**config.mk**
```make
export PLATFORM = sky130hd
export DESIGN_NAME = scope_frame_deframer_unit
export DESIGN_NICKNAME = d
export VERILOG_FILES = /design/src/hdl/sfd_pkg.sv /design/src/hdl/sfd_queue.sv /design/src/hdl/sfd_front.sv /design/src/hdl/sfd_back.sv /design/src/hdl/scope_frame_deframer_unit.sv
export SDC_FILE = /design/constraint.sdc
export NUM_CORES = 1
export LEC_CHECK = 0
export BUFFER_PORTS_ARGS = -buffer_cell sky130_fd_sc_hd__clkbuf_2
export CAP_MARGIN = 20
export CORE_ASPECT_RATIO = 1.25
export CORE_MARGIN = 2
export CORE_UTILIZATION = 45
export CTS_CLUSTER_DIAMETER = 150
export CTS_CLUSTER_SIZE = 25
export DETAILED_ROUTE_END_ITERATION = 10
export PLACE_DENSITY = 0.71
export SLEW_MARGIN = 20
export SYNTH_ARGS = -nofsm -noshare
export SYNTH_HDL_FRONTEND = slang
export SYNTH_SLANG_ARGS = --single-unit
```
**constraint.sdc**
```tcl
create_clock -name clk -period 10.5 [get_ports clk]
set_clock_uncertainty 0.2 [all_clocks]
set_input_delay 1.05 -clock clk [delete_from_list [all_inputs] [get_ports clk]]
set_output_delay 1.05 -clock clk [all_outputs]
set_load 0.01 [all_outputs]
```
**src/hdl/sfd_pkg.sv**
```systemverilog
package sfd_pkg;

    localparam int ADDR_W = 10;
    localparam int BYTE_W = 8;

    // marker bytes
    localparam logic [BYTE_W-1:0] MARK_CR   = 8'd13;
    localparam logic [BYTE_W-1:0] MARK_LF   = 8'd10;
    localparam logic [BYTE_W-1:0] MARK_FAST = 8'd70;
    localparam logic [BYTE_W-1:0] MARK_SLOW = 8'd83;
    localparam logic [BYTE_W-1:0] MARK_END  = 8'd55;

    // channel spacing in the frame buffer for slow capture
    localparam logic [ADDR_W-1:0] CHAN_STRIDE = 10'd256;

    typedef enum logic [1:0] {
        PH_HUNT    = 2'd0,
        PH_PAYLOAD = 2'd1,
        PH_ENDWAIT = 2'd2
    } phase_t;

    // one request between the classifier and the write stage
    typedef struct packed {
        logic              slow;
        logic              done;
        logic [ADDR_W-1:0] base;
        logic [BYTE_W-1:0] b0;
        logic [BYTE_W-1:0] b1;
        logic [BYTE_W-1:0] b2;
    } req_t;

    // queue status seen by the two sides
    typedef struct packed {
        logic full;
        logic empty;
    } q_status_t;

endpackage

```
**src/hdl/sfd_queue.sv**
```systemverilog
module sfd_queue
    import sfd_pkg::*;
(
    input  logic      clk,
    input  logic      rst_n,
    input  logic      push,
    input  req_t      push_data,
    input  logic      pop,
    output req_t      pop_data,
    output q_status_t status
);

    req_t       mem_reg [2];
    logic       wr_ptr_reg;
    logic       wr_ptr_next;
    logic       rd_ptr_reg;
    logic       rd_ptr_next;
    logic [1:0] count_reg;
    logic [1:0] count_next;

    assign status.full  = (count_reg == 2'd2);
    assign status.empty = (count_reg == 2'd0);
    assign pop_data     = mem_reg[rd_ptr_reg];

    always_comb
    begin
        wr_ptr_next = wr_ptr_reg;
        rd_ptr_next = rd_ptr_reg;
        count_next  = count_reg;
        if (push)
        begin
            wr_ptr_next = ~wr_ptr_reg;
        end
        if (pop)
        begin
            rd_ptr_next = ~rd_ptr_reg;
        end
        if (push && !pop)
        begin
            count_next = count_reg + 2'd1;
        end
        else if (pop && !push)
        begin
            count_next = count_reg - 2'd1;
        end
    end

    always_ff @(posedge clk)
    begin
        if (push)
        begin
            mem_reg[wr_ptr_reg] <= push_data;
        end
    end

    always_ff @(posedge clk or negedge rst_n)
    begin
        if (!rst_n)
        begin
            wr_ptr_reg <= 1'b0;
            rd_ptr_reg <= 1'b0;
            count_reg  <= 2'd0;
        end
        else
        begin
            wr_ptr_reg <= wr_ptr_next;
            rd_ptr_reg <= rd_ptr_next;
            count_reg  <= count_next;
        end
    end

endmodule

```
**src/hdl/sfd_front.sv**
```systemverilog
module sfd_front
    import sfd_pkg::*;
#(
    parameter int FRAME_GROUPS = 256
)
(
    input  logic              clk,
    input  logic              rst_n,
    input  logic              cfg_write,
    input  logic              cfg_bit,
    input  logic              accept,
    input  logic [BYTE_W-1:0] b0,
    input  logic [BYTE_W-1:0] b1,
    input  logic [BYTE_W-1:0] b2,
    output logic              push,
    output req_t              push_data
);

    localparam int CNT_W = ($clog2(FRAME_GROUPS) > 8) ? $clog2(FRAME_GROUPS) : 8;
    localparam logic [CNT_W-1:0] LAST_GROUP = CNT_W'(FRAME_GROUPS - 1);

    logic             slow_reg;
    logic             slow_next;
    phase_t           phase_reg;
    phase_t           phase_next;
    logic [CNT_W-1:0] slot_reg;
    logic [CNT_W-1:0] slot_next;

    logic              is_end;
    logic              is_start_slow;
    logic              is_start_fast;
    logic [ADDR_W-1:0] slot_a;
    logic [ADDR_W-1:0] fast_base;

    assign is_end        = (b0 == MARK_LF) && (b1 == MARK_CR) && (b2 == MARK_END);
    assign is_start_slow = (b0 == MARK_CR) && (b1 == MARK_LF) && (b2 == MARK_SLOW);
    assign is_start_fast = (b0 == MARK_CR) && (b1 == MARK_LF) && (b2 == MARK_FAST);

    // three bytes per group, wrapping at the buffer size
    assign slot_a    = ADDR_W'(slot_reg);
    assign fast_base = slot_a + {slot_a[ADDR_W-2:0], 1'b0};

    always_comb
    begin
        slow_next  = slow_reg;
        phase_next = phase_reg;
        slot_next  = slot_reg;
        if (cfg_write)
        begin
            slow_next = cfg_bit;
            if (cfg_bit != slow_reg)
            begin
                phase_next = PH_HUNT;
                slot_next  = '0;
            end
        end
        else if (accept)
        begin
            if (slow_reg)
            begin
                if (is_start_slow)
                begin
                    slot_next  = '0;
                    phase_next = PH_PAYLOAD;
                end
                else if (is_end)
                begin
                    slot_next = '0;
                end
                else if (phase_reg != PH_HUNT)
                begin
                    slot_next = CNT_W'(slot_reg[7:0] + 8'd1);
                end
            end
            else
            begin
                case (phase_reg)
                    PH_PAYLOAD:
                    begin
                        if (slot_reg == LAST_GROUP)
                        begin
                            slot_next  = '0;
                            phase_next = PH_ENDWAIT;
                        end
                        else
                        begin
                            slot_next = slot_reg + CNT_W'(1);
                        end
                    end
                    PH_ENDWAIT:
                    begin
                        if (is_end)
                        begin
                            phase_next = PH_HUNT;
                        end
                    end
                    default:
                    begin
                        if (is_start_fast)
                        begin
                            phase_next = PH_PAYLOAD;
                            slot_next  = '0;
                        end
                    end
                endcase
            end
        end
    end

    always_comb
    begin
        push           = 1'b0;
        push_data.slow = slow_reg;
        push_data.done = 1'b0;
        push_data.base = slow_reg ? ADDR_W'(slot_reg[7:0]) : fast_base;
        push_data.b0   = b0;
        push_data.b1   = b1;
        push_data.b2   = b2;
        if (accept && !cfg_write)
        begin
            if (slow_reg)
            begin
                push = !is_start_slow && !is_end && (phase_reg != PH_HUNT);
            end
            else if (phase_reg == PH_PAYLOAD)
            begin
                push           = 1'b1;
                push_data.done = (slot_reg == LAST_GROUP);
            end
        end
    end

    always_ff @(posedge clk or negedge rst_n)
    begin
        if (!rst_n)
        begin
            slow_reg  <= 1'b0;
            phase_reg <= PH_PAYLOAD;
            slot_reg  <= '0;
        end
        else
        begin
            slow_reg  <= slow_next;
            phase_reg <= phase_next;
            slot_reg  <= slot_next;
        end
    end

endmodule

```
**src/hdl/sfd_back.sv**
```systemverilog
module sfd_back
    import sfd_pkg::*;
(
    input  logic              clk,
    input  logic              rst_n,
    input  q_status_t         q_status,
    input  req_t              q_data,
    output logic              pop,
    input  logic              out_stall,
    output logic              out_valid,
    output logic [ADDR_W-1:0] addr_first,
    output logic [ADDR_W-1:0] addr_second,
    output logic [ADDR_W-1:0] addr_third,
    output logic [BYTE_W-1:0] data_first,
    output logic [BYTE_W-1:0] data_second,
    output logic [BYTE_W-1:0] data_third,
    output logic              frame_done
);

    logic              valid_reg;
    logic              valid_next;
    logic [ADDR_W-1:0] a0_reg;
    logic [ADDR_W-1:0] a1_reg;
    logic [ADDR_W-1:0] a2_reg;
    logic [ADDR_W-1:0] a1_next;
    logic [ADDR_W-1:0] a2_next;
    logic [BYTE_W-1:0] d0_reg;
    logic [BYTE_W-1:0] d1_reg;
    logic [BYTE_W-1:0] d2_reg;
    logic              done_reg;

    assign pop = !q_status.empty && (!valid_reg || !out_stall);

    always_comb
    begin
        valid_next = valid_reg;
        if (pop)
        begin
            valid_next = 1'b1;
        end
        else if (!out_stall)
        begin
            valid_next = 1'b0;
        end
        // slow capture spreads the group over the three channels
        if (q_data.slow)
        begin
            a1_next = q_data.base + CHAN_STRIDE;
            a2_next = q_data.base + {CHAN_STRIDE[ADDR_W-2:0], 1'b0};
        end
        else
        begin
            a1_next = q_data.base + ADDR_W'(1);
            a2_next = q_data.base + ADDR_W'(2);
        end
    end

    always_ff @(posedge clk)
    begin
        if (pop)
        begin
            a0_reg   <= q_data.base;
            a1_reg   <= a1_next;
            a2_reg   <= a2_next;
            d0_reg   <= q_data.b0;
            d1_reg   <= q_data.b1;
            d2_reg   <= q_data.b2;
            done_reg <= q_data.done;
        end
    end

    always_ff @(posedge clk or negedge rst_n)
    begin
        if (!rst_n)
        begin
            valid_reg <= 1'b0;
        end
        else
        begin
            valid_reg <= valid_next;
        end
    end

    assign out_valid   = valid_reg;
    assign addr_first  = a0_reg;
    assign addr_second = a1_reg;
    assign addr_third  = a2_reg;
    assign data_first  = d0_reg;
    assign data_second = d1_reg;
    assign data_third  = d2_reg;
    assign frame_done  = done_reg;

endmodule

```
**src/hdl/scope_frame_deframer_unit.sv**
```systemverilog
// path: a group that gives a buffer write passes through the request queue into the output
// register after it is taken; marker and idle groups give nothing
// throughput: one group per cycle while in_stall is low; a two-entry request queue sits in
// front of the output register, so in_stall rises only when it is full or while a mode
// write is offered
// reset (rst_n low, asynchronous): fast mode, payload phase, slot 0, queue empty, no output
module scope_frame_deframer_unit
    import sfd_pkg::*;
#(
    parameter int FRAME_GROUPS = 256
)
(
    input  logic              clk,
    input  logic              rst_n,
    input  logic              cfg_valid,
    output logic              cfg_ready,
    input  logic              cfg_data,
    input  logic              in_valid,
    output logic              in_stall,
    input  logic [BYTE_W-1:0] byte_first,
    input  logic [BYTE_W-1:0] byte_second,
    input  logic [BYTE_W-1:0] byte_third,
    output logic              out_valid,
    input  logic              out_stall,
    output logic [ADDR_W-1:0] addr_first,
    output logic [ADDR_W-1:0] addr_second,
    output logic [ADDR_W-1:0] addr_third,
    output logic [BYTE_W-1:0] data_first,
    output logic [BYTE_W-1:0] data_second,
    output logic [BYTE_W-1:0] data_third,
    output logic              frame_done
);

    q_status_t q_status;
    req_t      push_data;
    req_t      pop_data;
    logic      push;
    logic      pop;
    logic      accept;

    assign cfg_ready = 1'b1;
    // a mode write holds the link side back for that cycle
    assign in_stall  = q_status.full || cfg_valid;
    assign accept    = in_valid && !in_stall;

    sfd_front #(
        .FRAME_GROUPS (FRAME_GROUPS)
    ) u_front (
        .clk       (clk),
        .rst_n     (rst_n),
        .cfg_write (cfg_valid && cfg_ready),
        .cfg_bit   (cfg_data),
        .accept    (accept),
        .b0        (byte_first),
        .b1        (byte_second),
        .b2        (byte_third),
        .push      (push),
        .push_data (push_data)
    );

    sfd_queue u_queue (
        .clk       (clk),
        .rst_n     (rst_n),
        .push      (push),
        .push_data (push_data),
        .pop       (pop),
        .pop_data  (pop_data),
        .status    (q_status)
    );

    sfd_back u_back (
        .clk         (clk),
        .rst_n       (rst_n),
        .q_status    (q_status),
        .q_data      (pop_data),
        .pop         (pop),
        .out_stall   (out_stall),
        .out_valid   (out_valid),
        .addr_first  (addr_first),
        .addr_second (addr_second),
        .addr_third  (addr_third),
        .data_first  (data_first),
        .data_second (data_second),
        .data_third  (data_third),
        .frame_done  (frame_done)
    );

endmodule

```
; Word-level counts from Yosys, hierarchy flattened
; Memories as Yosys holds them, arrays and structs flattened.
; Index checks and enable logic that the tools add are counted.
[classes]
add_sub_neg = 8
n_mul = 0
div = 0
magnitude_cmp = 0
n_eq_ne = 19
shifts = 0
n_mux = 34
n_bitwise = 2
n_reduce_logical = 31
[op_table]
columns = cell, count
row1 = $mux W8, 9
row2 = $eq A8 B4 Y1 const B, 4
row3 = $mux W10, 3
row4 = $mux W2, 10
row5 = $eq A8 B7 Y1 const B, 2
row6 = $pmux W8 S2, 1
row7 = $logic_and A1 B1 Y1, 12
row8 = $add A10 B1 Y10 const B, 1
row9 = $add A10 B10 Y10 const B, 1
row10 = $add A10 B2 Y10 const B, 1
row11 = $add A10 B9 Y10 const B, 1
row12 = $add A8 B9 Y10, 1
row13 = $mux W1, 10
row14 = $logic_not A1 Y1, 9
row15 = $add A8 B1 Y8 const B, 1
row16 = $eq A8 B6 Y1 const B, 1
row17 = $eq A8 B8 Y1 const B, 1
row18 = $ne A4 B2 Y1 const B, 2
row19 = $reduce_and A6 Y1, 1
row20 = $reduce_bool A2 Y1, 3
row21 = $ne A5 B5 Y1 const B, 1
row22 = $reduce_and A5 Y1, 1
row23 = $reduce_bool A5 Y1, 1
row24 = $eq A2 B2 Y1 const B, 2
row25 = 12 further kinds, 15
[word_totals]
ff_bits = 71
latchBits = 0
ram_bits = 72
rom_bits = 0
inputBits = 30
memories = 1
[memory_table]
columns = name, depth, word_bits, read_ports, rd_ports_with_merged_regs, wr, line_no
row1 = u_queue.mem_reg, 2, 36, 1, 0, 1, sfd_queue.sv:13  ; req_t mem_reg [2];

; Logic depth before layout (Yosys ltp)
; Gate-level depths: netlist of the first run.
[logic_depth]
depth_word = 12
depth_mapped = 9
ltp_nobuf = 9

; By module
; A second synthesis of the first run with hierarchy kept.
[unflattened]
hier_cells = 417
area_unflattened_um2 = 6548.8
[modules_own_cells]
columns = module, n_inst, cells_per_inst, area_per_inst_um2
row1 = sfd_queue, 1, 128, 2934.1
row2 = sfd_back, 1, 108, 2090.8
row3 = sfd_front, 1, 177, 1498.9
row4 = scope_frame_deframer_unit, 1, 4, 25.0

; Worst setup path before layout of the first run
; Ideal clock, no wire load.
[synth_path]
kind = input-to-reg
from = input port byte_second[0]
to = memory u_queue.mem_reg[0][0] (netlist name), enable pin
t_arrival_ns = 3.785
slack_ns = 6.082
path_stages = 6
path_buffers = 0
path_cell_list = and4bb_2 nand3b_1 a21oi_2 or3_2 a21oi_2 nor2b_1
[synth_between]
elab_chain_cells = 10
word_cells_on_any_way = 14
cone_classes = eq/ne (2) / mux (4) / reduce/logical (8)
[synth_lines]
columns = element, line_no
row1 = "start, declared", scope_frame_deframer_unit.sv:21  ; input logic [BYTE_W-1:0] byte_second,
row2 = $eq A8 B4 Y1 (on tied branches), "sfd_front.sv:36, sfd_front.sv:35"
row3 = $logic_and A1 B1 Y1 (on tied branches) (2 in series), "sfd_front.sv:36, sfd_front.sv:35"
row4 = $logic_not A1 Y1, sfd_front.sv:123  ; push = !is_start_slow && !is_end && (phase_reg != PH_HUNT);
row5 = $logic_and A1 B1 Y1 * (2 in series), sfd_front.sv:123
row6 = $mux W1 *, sfd_front.sv:121  ; if (slow_reg)
row7 = $mux W1 *, sfd_front.sv:119  ; if (accept && !cfg_write)
row8 = net push, scope_frame_deframer_unit.sv:37  ; logic push;
row9 = $mux W1 *, sfd_queue.sv:50  ; if (push)
row10 = $mux W1 (not written as such) *, sfd_queue.sv:52  ; mem_reg[wr_ptr_reg] <= push_data;
row11 = "end, declared", sfd_queue.sv:13
; The timed path passes the listed nets; every way through them passes the cells marked *.

; Worst setup path after layout of the first run
[layout_path]
from = input port byte_second[0]
to = memory u_queue.mem_reg[1][12] (netlist name), enable pin
; Same word-level chain as after synthesis.

==> results of run 1 <==
[metal layers]
metal / global-route usage (%) / up-vias
met5: 0 / -
met4: 6.98 / 0
met3: 4.57 / 16
met2: 26.9 / 108
met1: 18.4 / 1663
li1: - / 1681
[stage by stage]
step | util [%] | area [um^2] | hold slack, ps
global route | 55.0 | 7280 | 335
detailed placement | 50.4 | 6660 | 295
CTS | 54.8 | 7250 | 312
finish | 55.0 | 7280 | 302
floorplan | - | 6060 | 237
global placement | 50.4 | 6660 | 279
[worst register-to-register path: stages (launching register included)]
cell and delay [ps]:
dfrtp_1 720, inv_1 250, or3_2 530, a21oi_2 250, and2_1 560, buf_4 440
[worst paths after layout]
kind | cells past startpoint | startpoint | slack (ps) | to
hold reg to reg | 2 | u_back.out_valid$_DFFE_PN0P_ | 300 | u_back.out_valid$_DFFE_PN0P_
min in group asynchronous | 1 | rst_n | 360 | u_front.slot_reg[1]$_DFFE_PN0P_
hold / removal | 2 | u_back.out_valid$_DFFE_PN0P_ | 300 | u_back.out_valid$_DFFE_PN0P_
setup reg to reg | 5 | u_front.slow_reg$_DFFE_PN0P_ | 7210 | u_queue.mem_reg[1][12]$_DFFE_PP_
setup / recovery | 8 | byte_second[0] | 6950 | u_queue.mem_reg[1][12]$_DFFE_PP_
max in group asynchronous | 1 | rst_n | 9410 | u_front.phase_reg[0]$_DFFE_PN1P_
[power by group]
group | total, mW | switching, mW | internal [mW]
sequential | 0.870 | 0.0783 | 0.792
combinational | 0.420 | 0.237 | 0.183
clock | 0.582 | 0.230 | 0.352
total | 1.87 | 0.545 | 1.33
[area by class of cell]
class,count,area [um^2],share of cell area [%]
sequential,142,4190,57.5
multi-input combinational,226,1750,24.1
timing repair buffer,88,465,6.40
clock buffer,17,425,5.85
tap,171,214,2.94
clock inverter,15,160,2.20
inverter,19,72.6,0.997
[kinds of logic after synthesis]
kind of cell | after synthesis | synth area share [%]
AO/OA/AOI/OAI | 54 | 5.80
XOR/XNOR | 28 | 4.04
adder cells (fa/ha/maj) | 15 | 3.22
buffers and inverters | 30 | 2.21
flip-flops | 142 | 69.0
multiplexers | 40 | 7.39
other | 1 | 0.0618
AND/OR/NAND/NOR | 88 | 8.27
[cell usage in the layout, fill, tap and decap left out, types with 3 or more instances in the layout]
cell type,count
clkbuf_16,17
xor2_1,4
mux2_2,35
clkbuf_2,86
nor2b_1,6
nand2_1,23
edfxtp_1,126
o21ai_0,13
mux2i_1,4
nand4_1,4
a31oi_1,3
clkinv_4,3
nor2_1,21
inv_1,18
nor3_1,4
a21o_1,5
nand3_1,7
xnor2_1,24
a22o_1,3
ha_1,14
o211ai_1,3
a21oi_1,10
inv_6,4
dfrtp_1,14
==> impl_metrics.py, run 1 <==
metrics = {
    "synthesis": {
        "ys_seq_area_share_pct": 69.0,
        "synth.distinct_cells": 59,
        "yosysMostFrequentCell": "edfxtp_1",
        "syn_nets": 443,
        "synth_top_area_share_pct": 62.4,
        "synth_edf_count": 126,
        "syn_inst": 398,
        "syn_area_mm2": 0.00606,
        "synthTopCellsByArea": "edfxtp_1 62%, mux2_2 6.5%, dfrtp_1 6.2%, xnor2_1 3.5%, ha_1 2.9%",
        "synth_commonest_cells": "126 x edfxtp_1, 35 x mux2_2, 24 x xnor2_1",
        "avgSynthCellArea_um2": 15.2,
        "postSynth.asyncResetShare_pct": 11.3,
        "synth_seq_cells": 142,
        "synth_top_area_cell": "edfxtp_1",
        "synth-main-ff-cell": "edfxtp_1",
        "synth_warnings": 0,
    },
    "hold_path": {
        "hold_path_class": "register to register",
    },
    "critical_path": {
        "crit_family": "simple AND/OR/NAND/NOR gates",
        "cpMostUsedCell": "a21oi_2",
        "path_class": "input pin to register",
        "crit_required_ps": 10380,
        "path_max_fanout": 24,
        "crit_path_max_incr_delay_ps": 560,
        "path_cells": "clkbuf_2 -> and4bb_2 -> nand3b_1 -> a21oi_2 -> or3_2 -> a21oi_2 -> and2_1 -> buf_4",
        "crit_arrival_ps": 3430,
        "crit_path_start_kind": "input pin",
        "critPathBufInv": 2,
        "cp-end-kind": "register",
        "cp_slowest_cell": "and2_1",
    },
    "die": {
        "rows": 47,
        "die-area_mm2": 0.0144,
        "die_h_um": 134,
        "die_w_um": 108,
        "core_mm2": 0.0132,
        "initial_core_util_pct": 45.8,
        "io_pins": 88,
    },
    "placed_design": {
        "place_congestion": 0.790,
        "post-place-ws_ps": 6560,
        "dp_cells": 645,
        "io_buffers": 86,
        "hpwlAfterDp_mm": 7.25,
    },
    "clock_network": {
        "cts_buffer_depth": 2,
        "root_buffer": "clkbuf_16",
        "cts_setup_buffers": 0,
        "cts.htree.levels": 4,
        "cts_tree": "done",
        "clkTransAtPathRegs_ps": 60,
        "hold_buffers": 0,
        "cts.sinks": 142,
        "clock_latency_ps": 420,
        "cts_resized": 0,
        "cts_buffers": 17,
    },
    "layout": {
        "syn_to_final_growth_pct": 20.0,
        "finalNonFillerCells": 678,
        "largest_register_ffs": 72,
        "fillers": 1079,
        "layout-drive-gt1-share_pct": 33.1,
        "diodes": 0,
        "nets": 539,
    },
    "sta": {
        "worst_pin_slew_ps": 1000,
        "tns_ps": 0,
        "setup_viol": 0,
        "worst_slack_ps": 6950,
        "rsz0062_at_grt": "false",
        "fin_crit_sh_pct": 33.8,
        "final_max_slew_viol_count": 0,
        "fmax_mhz": 282,
        "hold_viol": 0,
        "layout_min_cycle_time_ps": 3550,
        "relSlewSlack_pct": 33.1,
    },
    "routing": {
        "drc": 0,
        "ant_nets": 0,
        "wl_met3_um": 553,
        "routed-wl-met2_mm": 5.57,
        "wl_mm": 10.7,
        "drt-met1-wl_mm": 4.38,
        "highest_layer": "met4",
        "vias": 3468,
        "drtPass1Iterations": 4,
        "wl_per_cell_um": 15.8,
        "viasPerCell": 5.12,
        "dr.first_iter.drc_count": 179,
    },
    "global_route": {
        "grt_max_degree": 55,
        "grt_pass1_wl_mm": 17.1,
        "overflow": 0,
        "gr-usage-all-layers_pct": 15.8,
        "antenna_found_initial": 0,
        "first_global_vias": 3517,
    },
    "job": {
        "drv_cap": 0,
    },
    "pwr": {
        "max-vdd-ir-drop_v": 0.000146,
        "total_power_mw": 1.87,
        "p_leak_nw": 2.75,
        "power_density_mw_per_mm2": 257,
    },
    "outcome": {
        "status": "completed",
    },
}
No activity file was read; power rests on OpenSTA's default activity.
==> run 2, diff against run 1 <==
==> constraint.sdc (replaced) <==
create_clock -name clk -period 3.57 [get_ports clk]
set_clock_uncertainty 0.2 [all_clocks]
set_input_delay 0.357 -clock clk [delete_from_list [all_inputs] [get_ports clk]]
set_output_delay 0.357 -clock clk [all_outputs]
set_load 0.01 [all_outputs]
==> impl_metrics.py, run 2 (synthesis results as in run 1) <==
metrics = {
    "routing": {
        "viasPerCell": 5.11,
        "drc": 0,
        "drtPass1Iterations": 4,
        "wl_mm": 11.1,
        "dr.first_iter.drc_count": 270,
        "vias": 3611,
        "ant_nets": 0,
        "wl_per_cell_um": 15.7,
    },
    "sta": {
        "rsz0062_at_grt": "false",
        "fmax_mhz": 353,
        "worst_pin_slew_ps": 941,
        "hold_viol": 0,
        "layout_min_cycle_time_ps": 2830,
        "relSlewSlack_pct": 37.3,
        "tns_ps": 0,
        "fin_crit_sh_pct": 79.3,
        "final_max_slew_viol_count": 0,
        "setup_viol": 0,
    },
    "die": {
        "core_mm2": 0.0132,
        "rows": 47,
        "die-area_mm2": 0.0144,
        "io_pins": 88,
        "die_w_um": 108,
        "die_h_um": 134,
        "initial_core_util_pct": 45.8,
    },
    "clock_network": {
        "cts_buffers": 17,
        "root_buffer": "clkbuf_16",
        "clkTransAtPathRegs_ps": 60,
        "cts.htree.levels": 4,
        "cts_buffer_depth": 2,
        "clock_latency_ps": 410,
        "hold_buffers": 26,
        "cts_setup_buffers": 0,
        "cts_resized": 0,
        "cts.sinks": 142,
        "cts_tree": "done",
    },
    "pwr": {
        "power_density_mw_per_mm2": 751,
        "max-vdd-ir-drop_v": 0.000391,
        "power_switching_mw": 1.58,
        "p_leak_nw": 2.89,
        "p_comb_share_pct": 23.3,
        "p_int_mw": 4.13,
        "seqPwrFrac_pct": 43.8,
        "clkPwrFrac_pct": 33.0,
        "swShare_pct": 27.7,
    },
    "global_route": {
        "grt_max_degree": 55,
        "overflow": 0,
        "antenna_found_initial": 0,
        "first_global_vias": 3664,
        "gr-usage-all-layers_pct": 16.3,
        "grt_pass1_wl_mm": 17.8,
    },
    "critical_path": {
        "path_class": "input pin to register",
        "cpMostUsedCell": "a21oi_2",
        "cp_slowest_cell": "dlygate4sd3_1",
        "crit_path_max_incr_delay_ps": 540,
        "path_cells": "dlygate4sd3_1 -> clkbuf_2 -> and4b_1 -> nand4b_1 -> a21oi_2 -> or3_2 -> a21oi_2 -> nor2b_4 -> buf_4",
        "critPathBufInv": 3,
        "crit_arrival_ps": 2720,
        "path_max_fanout": 19,
        "crit_required_ps": 3460,
        "crit_path_start_kind": "input pin",
        "cp-end-kind": "register",
        "crit_family": "simple AND/OR/NAND/NOR gates",
    },
    "outcome": {
        "status": "completed",
    },
    "placed_design": {
        "place_congestion": 0.819,
        "io_buffers": 86,
        "hpwlAfterDp_mm": 7.48,
    },
    "layout": {
        "nets": 568,
        "fin_util_pct": 57.4,
        "fillers": 1026,
        "diodes": 0,
        "layout-drive-gt1-share_pct": 32.0,
        "final_cell_mix": "126 x edfxtp_1, 86 x clkbuf_2, 35 x mux2_2",
        "syn_to_final_growth_pct": 25.3,
        "largest_register_ffs": 72,
        "final_common_cell": "edfxtp_1",
    },
    "job": {
        "drv_cap": 0,
    },
    "hold_path": {
        "hold_path_class": "input pin to register",
    },
}
[run 2: changes by cell type in the layout (fill, tap and decap cells not counted), moves of 2 or more]
cell	previous run	this run
buf_4	1	5
bufinv_16	2	5
dlygate4sd3_1	0	26
inv_6	4	2
[run 2: worst paths after layout]
check	startpoint	end	slack, ps	cells after the start
min in group asynchronous	rst_n	u_front.slow_reg$_DFFE_PN0P_	210	2
max in group asynchronous	rst_n	u_front.phase_reg[0]$_DFFE_PN1P_	2630	2
hold / removal	byte_third[0]	u_queue.mem_reg[1][0]$_DFFE_PP_	20	1
hold reg to reg	u_queue.count_reg[1]$_DFFE_PN0P_	u_back.out_valid$_DFFE_PN0P_	300	2
setup reg to reg	u_front.slow_reg$_DFFE_PN0P_	u_queue.mem_reg[0][24]$_DFFE_PP_	860	5
setup / recovery	byte_third[2]	u_queue.mem_reg[0][24]$_DFFE_PP_	740	9
[run 2: through the flow]
stage               hold slack [ps]  cell area [um^2]  cells  power, mW  setup slack, ps
floorplan                      -139              6070    398       3.38              517
global placement                112              6690    649       3.81              918
detailed placement              123              6690    649       3.85              901
CTS                            2.62              7600    706       5.76              779
global route                   14.4              7600    706       5.99              637
finish                         20.1              7600    706       5.71              738
[run 2: area by class of cell]
class                      count  area [um^2]  share of cell area [%]
clock buffer                  18          429                    5.65
clock inverter                13          213                    2.80
inverter                      19         72.6                   0.955
multi-input combinational    226         1750                    23.1
sequential                   142         4190                    55.1
tap                          171          214                    2.82
timing repair buffer         117          728                    9.58
[run 2: power by group through the flow]
stage | sequential, mW | combinational [mW] | clock [mW]
finish | 2.50 | 1.33 | 1.88
global route | 2.54 | 1.46 | 1.98
CTS | 2.50 | 1.35 | 1.92
detailed placement | 2.53 | 1.32 | 0
global placement | 2.51 | 1.29 | 0
floorplan | 2.62 | 0.761 | 0
[run 2: per-layer routing]
metal	part of all wire [%]	global-route usage, %	routed length, um	vias up
met2	53	28.0	5850	98
met3	3.9	4.13	433	10
met1	42	19.3	4600	1768
met4	1.7	7.19	185	0
li1	-	-	-	1735
met5	0	0	0	-
[run 2: worst reg2reg max path: cells and delay by family, from the launching register on]
kind | cells | cell delay [ps]
AO/OA/AOI/OAI | 1 | 250
AND/OR/NAND/NOR | 2 | 720
flip-flops | 1 | 710
buffers and inverters | 2 | 500
==> run 3, diff against run 2 <==
--- a/config.mk
+++ b/config.mk
@@ -13,7 +13,7 @@
 export CTS_CLUSTER_DIAMETER = 150
 export CTS_CLUSTER_SIZE = 25
 export DETAILED_ROUTE_END_ITERATION = 10
-export PLACE_DENSITY = 0.71
+export PLACE_DENSITY = 0.74
 export SLEW_MARGIN = 20
 export SYNTH_ARGS = -nofsm -noshare
 export SYNTH_HDL_FRONTEND = slang
==> constraint.sdc (replaced) <==
create_clock -name clk -period 2.35 [get_ports clk]
set_clock_uncertainty 0.2 [all_clocks]
set_input_delay 0.235 -clock clk [delete_from_list [all_inputs] [get_ports clk]]
set_output_delay 0.235 -clock clk [all_outputs]
set_load 0.01 [all_outputs]
==> impl_metrics.py, run 3 (synthesis results as in run 1) <==
metrics = {
    "critical_path": {
        "crit_path_max_incr_delay_ps": 550,
        "cp_slowest_cell": "dfstp_2",
        "crit_path_start_kind": "register",
        "cp-end-kind": "register",
        "crit_arrival_ps": 2450,
        "path_max_fanout": 2,
        "path_cells": "inv_4 -> ha_4 -> nor4b_2 -> nand3_1 -> o21ai_2 -> nor2_1 -> a221oi_2 -> mux2_4",
        "path_class": "register to register",
        "crit_family": "flip-flops",
        "worstSetupPathDepth": 8,
        "crit_required_ps": 2450,
        "critPathBufInv": 1,
        "rr_worst_depth": 8,
    },
    "die": {
        "die_h_um": 134,
        "die-area_mm2": 0.0144,
        "io_pins": 88,
        "initial_core_util_pct": 45.8,
        "rows": 47,
        "die_w_um": 108,
        "core_mm2": 0.0132,
    },
    "sta": {
        "rsz0062_at_grt": "true",
        "final_max_slew_viol_count": 0,
        "worst_pin_slew_ps": 648,
        "timing.hold.ws_ps": 17.2,
        "layout_min_cycle_time_ps": 2350,
        "relSlewSlack_pct": 56.3,
        "fmax_mhz": 425,
        "worst_slack_ps": -2.59,
        "hold_viol": 0,
        "tns_ps": -2.59,
        "setup_viol": 1,
        "fin_crit_sh_pct": 100,
    },
    "layout": {
        "nets": 599,
        "syn_to_final_growth_pct": 32.0,
        "layout-drive-gt1-share_pct": 38.4,
        "largest_register_ffs": 72,
        "diodes": 0,
        "final_common_cell": "edfxtp_1",
        "final_cell_mix": "126 x edfxtp_1, 82 x clkbuf_2, 33 x buf_4",
    },
    "global_route": {
        "grt_max_degree": 40,
        "grt_pass1_wl_mm": 18.9,
        "gr-usage-all-layers_pct": 17.1,
        "antenna_found_initial": 0,
        "first_global_vias": 3826,
        "overflow": 0,
    },
    "placed_design": {
        "hpwlAfterDp_mm": 7.80,
        "io_buffers": 86,
        "place_congestion": 0.911,
    },
    "pwr": {
        "max-vdd-ir-drop_v": 0.000580,
        "power_density_mw_per_mm2": 1110,
        "p_leak_nw": 3.10,
    },
    "clock_network": {
        "cts.sinks": 142,
        "root_buffer": "clkbuf_16",
        "cts_tree": "done",
        "clkTransAtPathRegs_ps": 60,
        "cts_buffers": 17,
        "cts_buffer_depth": 2,
        "cts.htree.levels": 4,
        "clock_latency_ps": 410,
    },
    "routing": {
        "wl_per_cell_um": 16.5,
        "wl_mm": 12.2,
        "viasPerCell": 5.18,
        "dr.first_iter.drc_count": 202,
        "vias": 3821,
        "ant_nets": 0,
        "drc": 0,
        "drtPass1Iterations": 5,
    },
    "hold_path": {
        "hold_path_class": "input pin to register",
        "whs_path_depth": 1,
    },
    "job": {
        "drv_cap": 0,
    },
    "outcome": {
        "violations": "negative setup slack",
        "status": "complete, but fails checks",
    },
}
-- run 3: layout make-up --
cell class                      count  area [um^2]
Inverter                           19         73.8
Multi-Input combinational cell    226         1880
Clock buffer                       17          425
Sequential cell                   142         4190
Clock inverter                     15          194
Tap cell                          171          214
Fill cell                         982         5220
Timing Repair Buffer              148         1040
-- run 3: worst reg2reg max path: stages (launching register included) --
cell and delay (ps):
dfstp_2 550, inv_4 50, ha_4 150, nor4b_2 250
nand3_1 120, o21ai_2 180, nor2_1 90, a221oi_2 310
mux2_4 330
-- run 3: metal layers --
metal / track usage, % / up-vias / routed length [um]
li1: - / 1808 / -
met1: 20.5 / 1887 / 4890
met2: 29.8 / 106 / 6550
met3: 3.45 / 20 / 515
met4: 7.48 / 0 / 248
met5: 0 / - / 0
-- run 3: final timing paths --
| path | start | to | slack, ps |
|---|---|---|---|
| setup / recovery | u_front.phase_reg[0]$_DFFE_PN1P_ | u_front.phase_reg[1]$_DFFE_PN0P_ | -3 |
| max in group asynchronous | rst_n | u_front.phase_reg[0]$_DFFE_PN1P_ | 1540 |
| setup reg to reg | u_front.phase_reg[0]$_DFFE_PN1P_ | u_front.phase_reg[1]$_DFFE_PN0P_ | -3 |
| hold / removal | byte_first[4] | u_queue.mem_reg[0][20]$_DFFE_PP_ | 20 |
| hold reg to reg | u_back.out_valid$_DFFE_PN0P_ | u_back.out_valid$_DFFE_PN0P_ | 310 |
| min in group asynchronous | rst_n | u_front.slot_reg[2]$_DFFE_PN0P_ | 90 |
-- run 3: what timing repair did --
item,4_1_cts,5_1_grt
buffers inserted,1,3
setup endpoints to repair,9,87
hold buffers,28,0
pin swaps,0,19
cloned,0,1
endpoints found under the hold margin,66,0
resized for setup,4,27
-- run 3: where the power goes --
group | internal (mW) | switching [mW] | total (mW) | leakage, nW
Combinational | 1.05 | 1.30 | 2.35 | 1.43
Sequential | 3.53 | 0.213 | 3.74 | 1.39
Clock | 1.77 | 1.01 | 2.78 | 0.288
Total | 6.35 | 2.52 | 8.87 | 3.10
-- run 3: per-stage QoR --
step                      cell area (um^2)  cells  setup WS, ps  total power [mW]  util [%]
after floorplan                       6100    398          -136              5.16         -
after global placement                6960    677          2.09              5.94      52.6
after detailed placement              6960    677         -39.2              6.02      52.6
after CTS                             7890    738          5.61              8.86      59.6
after global routing                  8010    738          -102              9.28      60.5
final                                 8010    738         -2.59              8.87      60.5
